$ cat config.mk
export PLATFORM = sky130hd
export DESIGN_NAME = polygon_fan_triangulator
export DESIGN_NICKNAME = d
export VERILOG_FILES = /design/src/rtl/pft_pkg.sv /design/src/rtl/pft_seq.sv /design/src/rtl/polygon_fan_triangulator.sv
export SDC_FILE = /design/constraint.sdc
export NUM_CORES = 2
export LEC_CHECK = 0
export ABC_AREA = 1
export ABC_CLOCK_PERIOD_IN_PS = 4800
export BUFFER_PORTS_ARGS = -buffer_cell sky130_fd_sc_hd__buf_4
export CAP_MARGIN = 0
export CORE_MARGIN = 2
export CORE_UTILIZATION = 40
export DETAILED_ROUTE_END_ITERATION = 16
export PLACE_DENSITY = 0.66
export SYNTH_ARGS = -nofsm -noshare
export SYNTH_HDL_FRONTEND = slang
export SYNTH_SLANG_ARGS = --single-unit
$ cat constraint.sdc
create_clock -name i_clk -period 4.8 [get_ports i_clk]
set_input_delay 1.2 -clock i_clk [delete_from_list [all_inputs] [get_ports i_clk]]
set_output_delay 1.2 -clock i_clk [all_outputs]
set_load 0.01 [all_outputs]
$ cat src/rtl/pft_pkg.sv
// shared types, constants and the microcode table of the fan triangulator
// no dependencies
`default_nettype none

package pft_pkg;

    localparam int MAX_FACE_VERTS   = 32;
    localparam int POINT_INDEX_BITS = 24;
    localparam int BUF_AW           = $clog2(MAX_FACE_VERTS);
    localparam int VCNT_W           = $clog2(MAX_FACE_VERTS + 1);
    localparam int NPTS_W           = 25;
    localparam int TOTAL_W          = 32;
    localparam int CURSOR_W         = 33;
    localparam int COUNT_W          = 31;
    localparam int MIN_FACE         = 3;

    localparam logic [1:0] OP_START  = 2'd0;
    localparam logic [1:0] OP_HEADER = 2'd1;
    localparam logic [1:0] OP_VERTEX = 2'd2;

    localparam logic PK_TRI  = 1'b0;
    localparam logic PK_LINE = 1'b1;

    localparam logic REG_NUM_POINTS    = 1'b0;
    localparam logic REG_TOTAL_INDICES = 1'b1;

    localparam int UPC_W = 3;
    localparam logic [UPC_W-1:0] UA_IDLE  = 3'd0;
    localparam logic [UPC_W-1:0] UA_FETCH = 3'd1;
    localparam logic [UPC_W-1:0] UA_EDGE0 = 3'd2;
    localparam logic [UPC_W-1:0] UA_TRI   = 3'd3;
    localparam logic [UPC_W-1:0] UA_EDGE  = 3'd4;
    localparam logic [UPC_W-1:0] UA_CLOSE = 3'd5;

    typedef struct packed {
        logic [1:0]         operation;
        logic signed [31:0] value;
    } t_in_item;

    typedef struct packed {
        logic                        prim_kind;
        logic [POINT_INDEX_BITS-1:0] vert_a;
        logic [POINT_INDEX_BITS-1:0] vert_b;
        logic [POINT_INDEX_BITS-1:0] vert_c;
        logic                        last;
    } t_out_item;

    typedef enum logic [1:0] {
        VS_ZERO = 2'd0,
        VS_V0   = 2'd1,
        VS_RD   = 2'd2,
        VS_PREV = 2'd3
    } t_vsel;

    typedef enum logic [1:0] {
        JC_NONE      = 2'd0,
        JC_FACE_DONE = 2'd1,
        JC_J_END     = 2'd2
    } t_jcond;

    typedef struct packed {
        logic             accept;
        logic             emit;
        logic             kind;
        t_vsel            sel_a;
        t_vsel            sel_b;
        t_vsel            sel_c;
        logic             last;
        logic             rd;
        logic             prev_ld;
        t_jcond           jc;
        logic [UPC_W-1:0] tgt;
        logic [UPC_W-1:0] nxt;
    } t_uword;

    typedef struct packed {
        logic step_go;
        logic face_done;
        logic j_end;
    } t_seq_stat;

    function automatic t_uword ucode_rom(input logic [UPC_W-1:0] upc);
        t_uword w;
        w = '{accept: 1'b0, emit: 1'b0, kind: PK_LINE, sel_a: VS_ZERO, sel_b: VS_ZERO,
              sel_c: VS_ZERO, last: 1'b0, rd: 1'b0, prev_ld: 1'b0, jc: JC_NONE,
              tgt: UA_IDLE, nxt: UA_IDLE};
        case (upc)
            UA_IDLE: begin
                w.accept = 1'b1;
                w.jc     = JC_FACE_DONE;
                w.tgt    = UA_FETCH;
                w.nxt    = UA_IDLE;
            end
            UA_FETCH: begin
                w.rd  = 1'b1;
                w.nxt = UA_EDGE0;
            end
            UA_EDGE0: begin
                w.emit    = 1'b1;
                w.kind    = PK_LINE;
                w.sel_a   = VS_V0;
                w.sel_b   = VS_RD;
                w.rd      = 1'b1;
                w.prev_ld = 1'b1;
                w.nxt     = UA_TRI;
            end
            UA_TRI: begin
                w.emit  = 1'b1;
                w.kind  = PK_TRI;
                w.sel_a = VS_V0;
                w.sel_b = VS_RD;
                w.sel_c = VS_PREV;
                w.nxt   = UA_EDGE;
            end
            UA_EDGE: begin
                w.emit    = 1'b1;
                w.kind    = PK_LINE;
                w.sel_a   = VS_PREV;
                w.sel_b   = VS_RD;
                w.rd      = 1'b1;
                w.prev_ld = 1'b1;
                w.jc      = JC_J_END;
                w.tgt     = UA_CLOSE;
                w.nxt     = UA_TRI;
            end
            UA_CLOSE: begin
                w.emit  = 1'b1;
                w.kind  = PK_LINE;
                w.sel_a = VS_PREV;
                w.sel_b = VS_V0;
                w.last  = 1'b1;
                w.nxt   = UA_IDLE;
            end
            default: begin
                w.nxt = UA_IDLE;
            end
        endcase
        return w;
    endfunction

endpackage

`default_nettype wire

$ cat src/rtl/pft_seq.sv
// microprogram sequencer: step counter, control table lookup, conditional jumps
// depends on pft_pkg
`default_nettype none

module pft_seq (
    input  wire                      i_clk,
    input  wire                      i_rst_n,
    input  wire pft_pkg::t_seq_stat  i_stat,
    output pft_pkg::t_uword          o_uword
);
    import pft_pkg::*;

    logic [UPC_W-1:0] r_upc;
    logic [UPC_W-1:0] n_upc;
    t_uword           uw;
    logic             take_jump;

    assign uw      = ucode_rom(r_upc);
    assign o_uword = uw;

    always_comb begin
        case (uw.jc)
            JC_FACE_DONE: take_jump = i_stat.face_done;
            JC_J_END:     take_jump = i_stat.j_end;
            default:      take_jump = 1'b0;
        endcase
    end

    always_comb begin
        n_upc = r_upc;
        if (i_stat.step_go) begin
            n_upc = take_jump ? uw.tgt : uw.nxt;
        end
    end

    always_ff @(posedge i_clk) begin
        if (!i_rst_n) begin
            r_upc <= UA_IDLE;
        end else begin
            r_upc <= n_upc;
        end
    end

endmodule

`default_nettype wire

$ cat src/rtl/polygon_fan_triangulator.sv
// top level of the polygon fan triangulator: input decode, face buffer, output register
// depends on pft_pkg and pft_seq
//
//   channel | direction | handshake              | payload
//   in      | into      | i_in_valid / o_in_ready | i_in_data  (t_in_item)
//   out     | out of    | o_out_valid / i_out_ready | o_out_data (t_out_item)
//   config  | into      | psel/penable/pwrite/pready | paddr, pwdata, prdata
//
// every item is taken in the idle step; the item that completes a valid face of n
// vertices then holds input off for one buffer fetch and 2n-2 primitives, one per cycle
// while the output does not stall, as the sequencer walks the single face buffer read
// port. a stalled output freezes the sequencer on its emitting step; the output register
// lets the next item in while the closing edge still waits. reset is synchronous, active
// low, clears control registers, counters and flags; face buffer and data need no clearing
`default_nettype none

module polygon_fan_triangulator (
    input  wire                      i_clk,
    input  wire                      i_rst_n,
    input  wire                      i_in_valid,
    output logic                     o_in_ready,
    input  wire pft_pkg::t_in_item   i_in_data,
    output logic                     o_out_valid,
    input  wire                      i_out_ready,
    output pft_pkg::t_out_item       o_out_data,
    input  wire                      psel,
    input  wire                      penable,
    input  wire                      pwrite,
    input  wire  [2:0]               paddr,
    input  wire  [31:0]              pwdata,
    output logic [31:0]              prdata,
    output logic                     pready
);
    import pft_pkg::*;

    logic [NPTS_W-1:0]           r_num_points;
    logic [TOTAL_W-1:0]          r_total;
    logic [CURSOR_W-1:0]         r_cursor;
    logic [COUNT_W-1:0]          r_face_len;
    logic [COUNT_W-1:0]          r_vpos;
    logic                        r_inv;
    logic                        r_stopped;
    logic [VCNT_W-1:0]           r_j;
    logic [POINT_INDEX_BITS-1:0] r_mem [MAX_FACE_VERTS];
    logic [POINT_INDEX_BITS-1:0] r_rd;
    logic [POINT_INDEX_BITS-1:0] r_v0;
    logic [POINT_INDEX_BITS-1:0] r_prev;
    logic                        r_out_valid;
    t_out_item                   r_out;

    t_uword      uw;
    t_seq_stat   stat;
    logic        in_fire;
    logic [1:0]  op;
    logic [31:0] raw;
    logic        neg;
    logic [CURSOR_W:0] hdr_sum;
    logic [CURSOR_W-1:0] hdr_sat;
    logic        hdr_short;
    logic        hdr_over;
    logic        vp_open;
    logic        bad_idx;
    logic [COUNT_W-1:0] vp_next;
    logic        vert_take;
    logic        face_done;
    logic        buf_wr;
    logic        out_free;
    logic        step_go;
    logic        out_load;
    logic        cfg_wr;
    t_out_item   prim;

    pft_seq u_seq (
        .i_clk   (i_clk),
        .i_rst_n (i_rst_n),
        .i_stat  (stat),
        .o_uword (uw)
    );

    // configuration port
    assign pready = 1'b1;
    assign cfg_wr = psel && penable && pwrite && pready;

    always_comb begin
        case (paddr[2])
            REG_NUM_POINTS:    prdata = {{(32-NPTS_W){1'b0}}, r_num_points};
            REG_TOTAL_INDICES: prdata = r_total;
            default:           prdata = '0;
        endcase
    end

    always_ff @(posedge i_clk) begin
        if (!i_rst_n) begin
            r_num_points <= '0;
            r_total      <= '0;
        end else if (cfg_wr) begin
            if (paddr[2] == REG_NUM_POINTS) begin
                r_num_points <= pwdata[NPTS_W-1:0];
            end else begin
                r_total <= pwdata[TOTAL_W-1:0];
            end
        end
    end

    // input decode
    assign o_in_ready = uw.accept;
    assign in_fire    = i_in_valid && uw.accept;
    assign op         = i_in_data.operation;
    assign raw        = i_in_data.value;
    assign neg        = raw[31];

    assign hdr_sum   = {1'b0, r_cursor} + {{(CURSOR_W+1-32){1'b0}}, raw};
    assign hdr_sat   = hdr_sum[CURSOR_W] ? {CURSOR_W{1'b1}} : hdr_sum[CURSOR_W-1:0];
    assign hdr_short = raw < 32'(MIN_FACE);
    assign hdr_over  = !hdr_short && (hdr_sum > {{(CURSOR_W+1-TOTAL_W){1'b0}}, r_total});

    assign vp_open   = r_vpos < r_face_len;
    assign bad_idx   = neg || (raw >= {{(32-NPTS_W){1'b0}}, r_num_points});
    assign vp_next   = r_vpos + 1'b1;
    assign vert_take = in_fire && (op == OP_VERTEX) && !r_stopped && vp_open;
    assign buf_wr    = vert_take && (r_vpos < COUNT_W'(MAX_FACE_VERTS));
    assign face_done = vert_take && (vp_next == r_face_len) && !(r_inv || bad_idx);

    always_ff @(posedge i_clk) begin
        if (!i_rst_n) begin
            r_cursor   <= '0;
            r_face_len <= '0;
            r_vpos     <= '0;
            r_inv      <= 1'b0;
            r_stopped  <= 1'b0;
        end else if (in_fire) begin
            if (op == OP_START) begin
                r_cursor   <= '0;
                r_face_len <= '0;
                r_vpos     <= '0;
                r_inv      <= 1'b0;
                r_stopped  <= 1'b0;
            end else if (op == OP_HEADER && !r_stopped) begin
                r_face_len <= '0;
                r_vpos     <= '0;
                r_inv      <= 1'b0;
                if (neg || hdr_over) begin
                    r_stopped <= 1'b1;
                end else begin
                    r_cursor   <= hdr_sat;
                    r_face_len <= raw[COUNT_W-1:0];
                    r_inv      <= hdr_short || (raw > 32'(MAX_FACE_VERTS));
                end
            end else if (vert_take) begin
                r_vpos <= vp_next;
                if (bad_idx) begin
                    r_inv <= 1'b1;
                end
            end
        end
    end

    // face buffer, one write port and one registered read port
    always_ff @(posedge i_clk) begin
        if (buf_wr) begin
            r_mem[r_vpos[BUF_AW-1:0]] <= raw[POINT_INDEX_BITS-1:0];
        end
        if (step_go && uw.rd) begin
            r_rd <= r_mem[r_j[BUF_AW-1:0]];
        end
    end

    always_ff @(posedge i_clk) begin
        if (buf_wr && r_vpos == '0) begin
            r_v0 <= raw[POINT_INDEX_BITS-1:0];
        end
        if (step_go && uw.prev_ld) begin
            r_prev <= r_rd;
        end
    end

    // fetch index: starts at the second vertex when a face completes
    always_ff @(posedge i_clk) begin
        if (!i_rst_n) begin
            r_j <= '0;
        end else if (face_done) begin
            r_j <= VCNT_W'(1);
        end else if (step_go && uw.rd) begin
            r_j <= r_j + 1'b1;
        end
    end

    // sequencer status
    assign out_free       = !r_out_valid || i_out_ready;
    assign step_go        = !uw.emit || out_free;
    assign out_load       = uw.emit && out_free;
    assign stat.step_go   = step_go;
    assign stat.face_done = face_done;
    assign stat.j_end     = {{(COUNT_W-VCNT_W){1'b0}}, r_j} == r_face_len;

    function automatic logic [POINT_INDEX_BITS-1:0] vpick(
        input t_vsel                       s,
        input logic [POINT_INDEX_BITS-1:0] v0,
        input logic [POINT_INDEX_BITS-1:0] rd,
        input logic [POINT_INDEX_BITS-1:0] prev
    );
        logic [POINT_INDEX_BITS-1:0] v;
        case (s)
            VS_V0:   v = v0;
            VS_RD:   v = rd;
            VS_PREV: v = prev;
            default: v = '0;
        endcase
        return v;
    endfunction

    always_comb begin
        prim.prim_kind = uw.kind;
        prim.vert_a    = vpick(uw.sel_a, r_v0, r_rd, r_prev);
        prim.vert_b    = vpick(uw.sel_b, r_v0, r_rd, r_prev);
        prim.vert_c    = vpick(uw.sel_c, r_v0, r_rd, r_prev);
        prim.last      = uw.last;
    end

    // output register
    always_ff @(posedge i_clk) begin
        if (!i_rst_n) begin
            r_out_valid <= 1'b0;
        end else if (out_load) begin
            r_out_valid <= 1'b1;
        end else if (i_out_ready) begin
            r_out_valid <= 1'b0;
        end
    end

    always_ff @(posedge i_clk) begin
        if (out_load) begin
            r_out <= prim;
        end
    end

    assign o_out_valid = r_out_valid;
    assign o_out_data  = r_out;

    // checks
    a_reset_out_idle: assert property (@(posedge i_clk)
        !$past(i_rst_n) |-> !o_out_valid)
        else $error("output valid right after reset");

    a_face_len_range: assert property (@(posedge i_clk) disable iff (!i_rst_n)
        face_done |-> (r_face_len >= COUNT_W'(MIN_FACE)
                       && r_face_len <= COUNT_W'(MAX_FACE_VERTS)))
        else $error("face emitted with out-of-range vertex count");

    a_close_returns: assert property (@(posedge i_clk) disable iff (!i_rst_n)
        (out_load && uw.last) |=> o_in_ready)
        else $error("sequencer did not return to idle after closing edge");

    a_fetch_bound: assert property (@(posedge i_clk) disable iff (!i_rst_n)
        !o_in_ready |-> ({{(32-VCNT_W){1'b0}}, r_j} <= {1'b0, r_face_len} + 32'd1))
        else $error("fetch index ran past the face");

endmodule

`default_nettype wire
==> impl_metrics.json <==
{
  "syn_inst": 4464,
  "hpwl_um": 85600,
  "start_util_pct": 40.3,
  "maxSlewViolCount": 0,
  "fmax_mhz": 218,
  "port_buffers": 181,
  "fillers": 10700,
  "drive_gt1_share_pct": 13.6,
  "globalRoute.totalOverflow": 0,
  "ant_nets": 0,
  "finClkSkew_ps": 30.9,
  "final_common_cell": "edfxtp_1",
  "antenna_found_initial": 4,
  "cp_max_fo": 17,
  "worstSkewPairLatency_ps": 700,
  "async_flop_share_pct": 0,
  "htreeDepth": 3,
  "drv_cap": 0,
  "cts_setup_buffers": 0,
  "relSlewSlack_pct": 26.1,
  "numCtsBuffers": 105,
  "clk_pin_slew_ps": 60,
  "yosysWarnings": 0,
  "routed_wl_um": 136000,
  "drt-initial-drc-count": 3383,
  "worstPathRequired_ps": 5330,
  "place_area_mm2": 0.0519,
  "fin_ws_ps": 210,
  "arrival_ps": 5120,
  "setup_viol_count_final": 0,
  "finalHoldViolations": 0,
  "drc": 0,
  "yosysSeqAreaShare_pct": 64.7,
  "postLayoutCoreUtil_pct": 46.9,
  "min_path_type": "register to register",
  "cp-start-kind": "input port",
  "grt_max_degree": 193,
  "cpMostUsedCell": "nand2_1",
  "grt_use_total_pct": 21.9,
  "p_total_mw": 19.4,
  "slowest_delay_ps": 360,
  "place_congestion": 0.937,
  "endpoint_kind": "register",
  "fin_crit_sh_pct": 95.6,
  "synth.cell_area_mm2": 0.0475,
  "tightest_slew_ps": 1110,
  "area_growth_syn_to_layout_pct": 16.4,
  "grt_pass1_vias": 33000,
  "synth-edff-count": 914,
  "p_leak_nw": 20.0,
  "grt_pass1_wl_um": 202000,
  "cts_root_buf": "clkbuf_16",
  "design_area_mm2": 0.0553,
  "cts_tree": "done",
  "place_ws_ps": -612,
  "cts_sinks": 1078,
  "r2r_cells": 33,
  "max-vdd-ir-drop_v": 0.000325,
  "slowest_stage": "ha_1",
  "coreArea_mm2": 0.118,
  "p_per_area_mw_per_mm2": 350,
  "die-area_mm2": 0.121,
  "nets": 4948,
  "min_period_ps": 4590,
  "routed_via_density": 5.50,
  "ys_ff_latch": 1078,
  "row_count": 126,
  "critPathKind": "input port to register",
  "holdPathStages": 0,
  "die_y_um": 349,
  "pin_count": 185,
  "ys_types": 58,
  "cts_hold_buf": 0,
  "die_x_um": 349,
  "final_cell_mix": "914 x edfxtp_1, 587 x o21ai_0, 573 x nand2_1",
  "avgSynthCellArea_um2": 10.6,
  "syn_nets": 4666,
  "status": "completed",
  "wl_per_cell_um": 21.3,
  "clockBufferDepth": 3,
  "ys.flop_type": "edfxtp_1",
  "dr.pass1.iters": 7,
  "vias": 35000
}
-- synth_stat cells, types with 2 or more instances --
cell type / count / area share [%]
or2_2: 5 / 0.066
nand2_2: 7 / 0.092
inv_2: 7 / 0.055
a21o_1: 13 / 0.21
clkinv_1: 7 / 0.055
buf_1: 7 / 0.055
o21ai_1: 5 / 0.053
buf_6: 3 / 0.071
o21ai_0: 588 / 6.2
dfxtp_1: 164 / 6.9
o21bai_1: 10 / 0.16
nand3_1: 180 / 1.9
o211ai_1: 27 / 0.43
nor3b_1: 2 / 0.032
a21oi_1: 230 / 2.4
o221ai_1: 74 / 1.4
nand3b_1: 4 / 0.063
o21a_1: 2 / 0.032
nor4_1: 15 / 0.20
xnor2_1: 5 / 0.092
edfxtp_1: 914 / 58
clkbuf_1: 208 / 1.6
buf_4: 4 / 0.063
nor3_1: 22 / 0.23
nor2_1: 604 / 4.8
nor2_4: 2 / 0.047
buf_2: 12 / 0.13
nor2_2: 9 / 0.12
o22ai_1: 146 / 1.9
nand2_1: 574 / 4.5
ha_1: 125 / 3.3
a31oi_1: 8 / 0.11
nor3_2: 4 / 0.084
nand4_1: 63 / 0.83
a211oi_1: 10 / 0.16
inv_1: 349 / 2.8
or2_1: 2 / 0.026
xor2_1: 32 / 0.59
a21boi_0: 2 / 0.032
-- metal layers --
layer | up-vias | GRT usage, % | wire length (um)
li1 | 16500 | - | -
met3 | 226 | 2.55 | 8530
met2 | 1276 | 37.6 | 66600
met4 | 0 | 8.11 | 5020
met1 | 17100 | 28.3 | 55800
met5 | - | 0 | 0
-- power breakdown --
part	switching [mW]	internal, mW	total, mW
clock	3.60	4.47	8.07
combinational	0.714	0.381	1.09
sequential	0.0344	10.2	10.2
-- cells by family (layout without fill, tap and decap cells) --
logic type,Yosys count,after routing,share of synthesized area [%]
AO/OA/AOI/OAI,1124,1124,13.3
XOR/XNOR,37,37,0.682
adder cells (fa/ha/maj),126,126,3.34
buffers and inverters,598,969,4.84
flip-flops,1078,1078,64.7
other,1,3,0.00790
AND/OR/NAND/NOR,1500,1500,13.2
-- path summary, 6_finish.rpt --
| kind | slack, ps | endpoint | startpoint |
|---|---|---|---|
| setup reg to reg | 580 | r_cursor[12] | r_cursor[2] |
| hold / removal | 440 | r_prev[14] | r_rd[14] |
| hold reg to reg | 440 | r_prev[14] | r_rd[14] |
| setup / recovery | 210 | r_cursor[12] | i_in_data[2] |
-- timing repair --
item	CTS	global route
gates resized for setup	0	8
hold endpoints to repair	0	0
endpoints found under the setup margin	0	64
-- state kept, by name, summed over array words and instances (netlist names) --
signal	count
r_stopped	1
r_face_len	31
r_num_points	25
r_rd	24
r_j	6
r_vpos	31
r_total	32
r_v0	24
r_cursor	33
r_prev	24
o_out_valid	1
o_out_data	74
r_inv	1
r_mem	768
u_seq.r_upc	3
-- metrics by stage --
| stage | instances | hold slack (ps) | TNS (ps) |
|---|---|---|---|
| 6_report | 6373 | 443 | 0 |
| 5_1_grt | 6373 | 459 | -372 |
| 4_1_cts | 6371 | 445 | 0 |
| 3_5_place_dp | 6175 | 429 | -36550 |
| 3_3_place_gp | 6175 | 423 | -33060 |
| 2_1_floorplan | 4464 | 420 | 0 |
-- final cells by class --
type	instances	area (um2)	area share, %
flip-flops and latches	1078	30700	55.6
multi-input cells	2788	14600	26.4
repair buffers	410	3290	5.95
clock buffers	124	2760	5.00
well taps	1536	1920	3.48
inverters	363	1370	2.48
clock inverters	72	616	1.11
diodes	2	5.00	0.00905
-- critical path: cells and delay by family --
family          cells  cell delay [ps]
compound gates      4              440
xor+xnor            1              190
fa+ha+maj           2              660
buf+inv             5              610
simple gates       22             1990
Note: power is estimated with default switching activity, not from simulation.
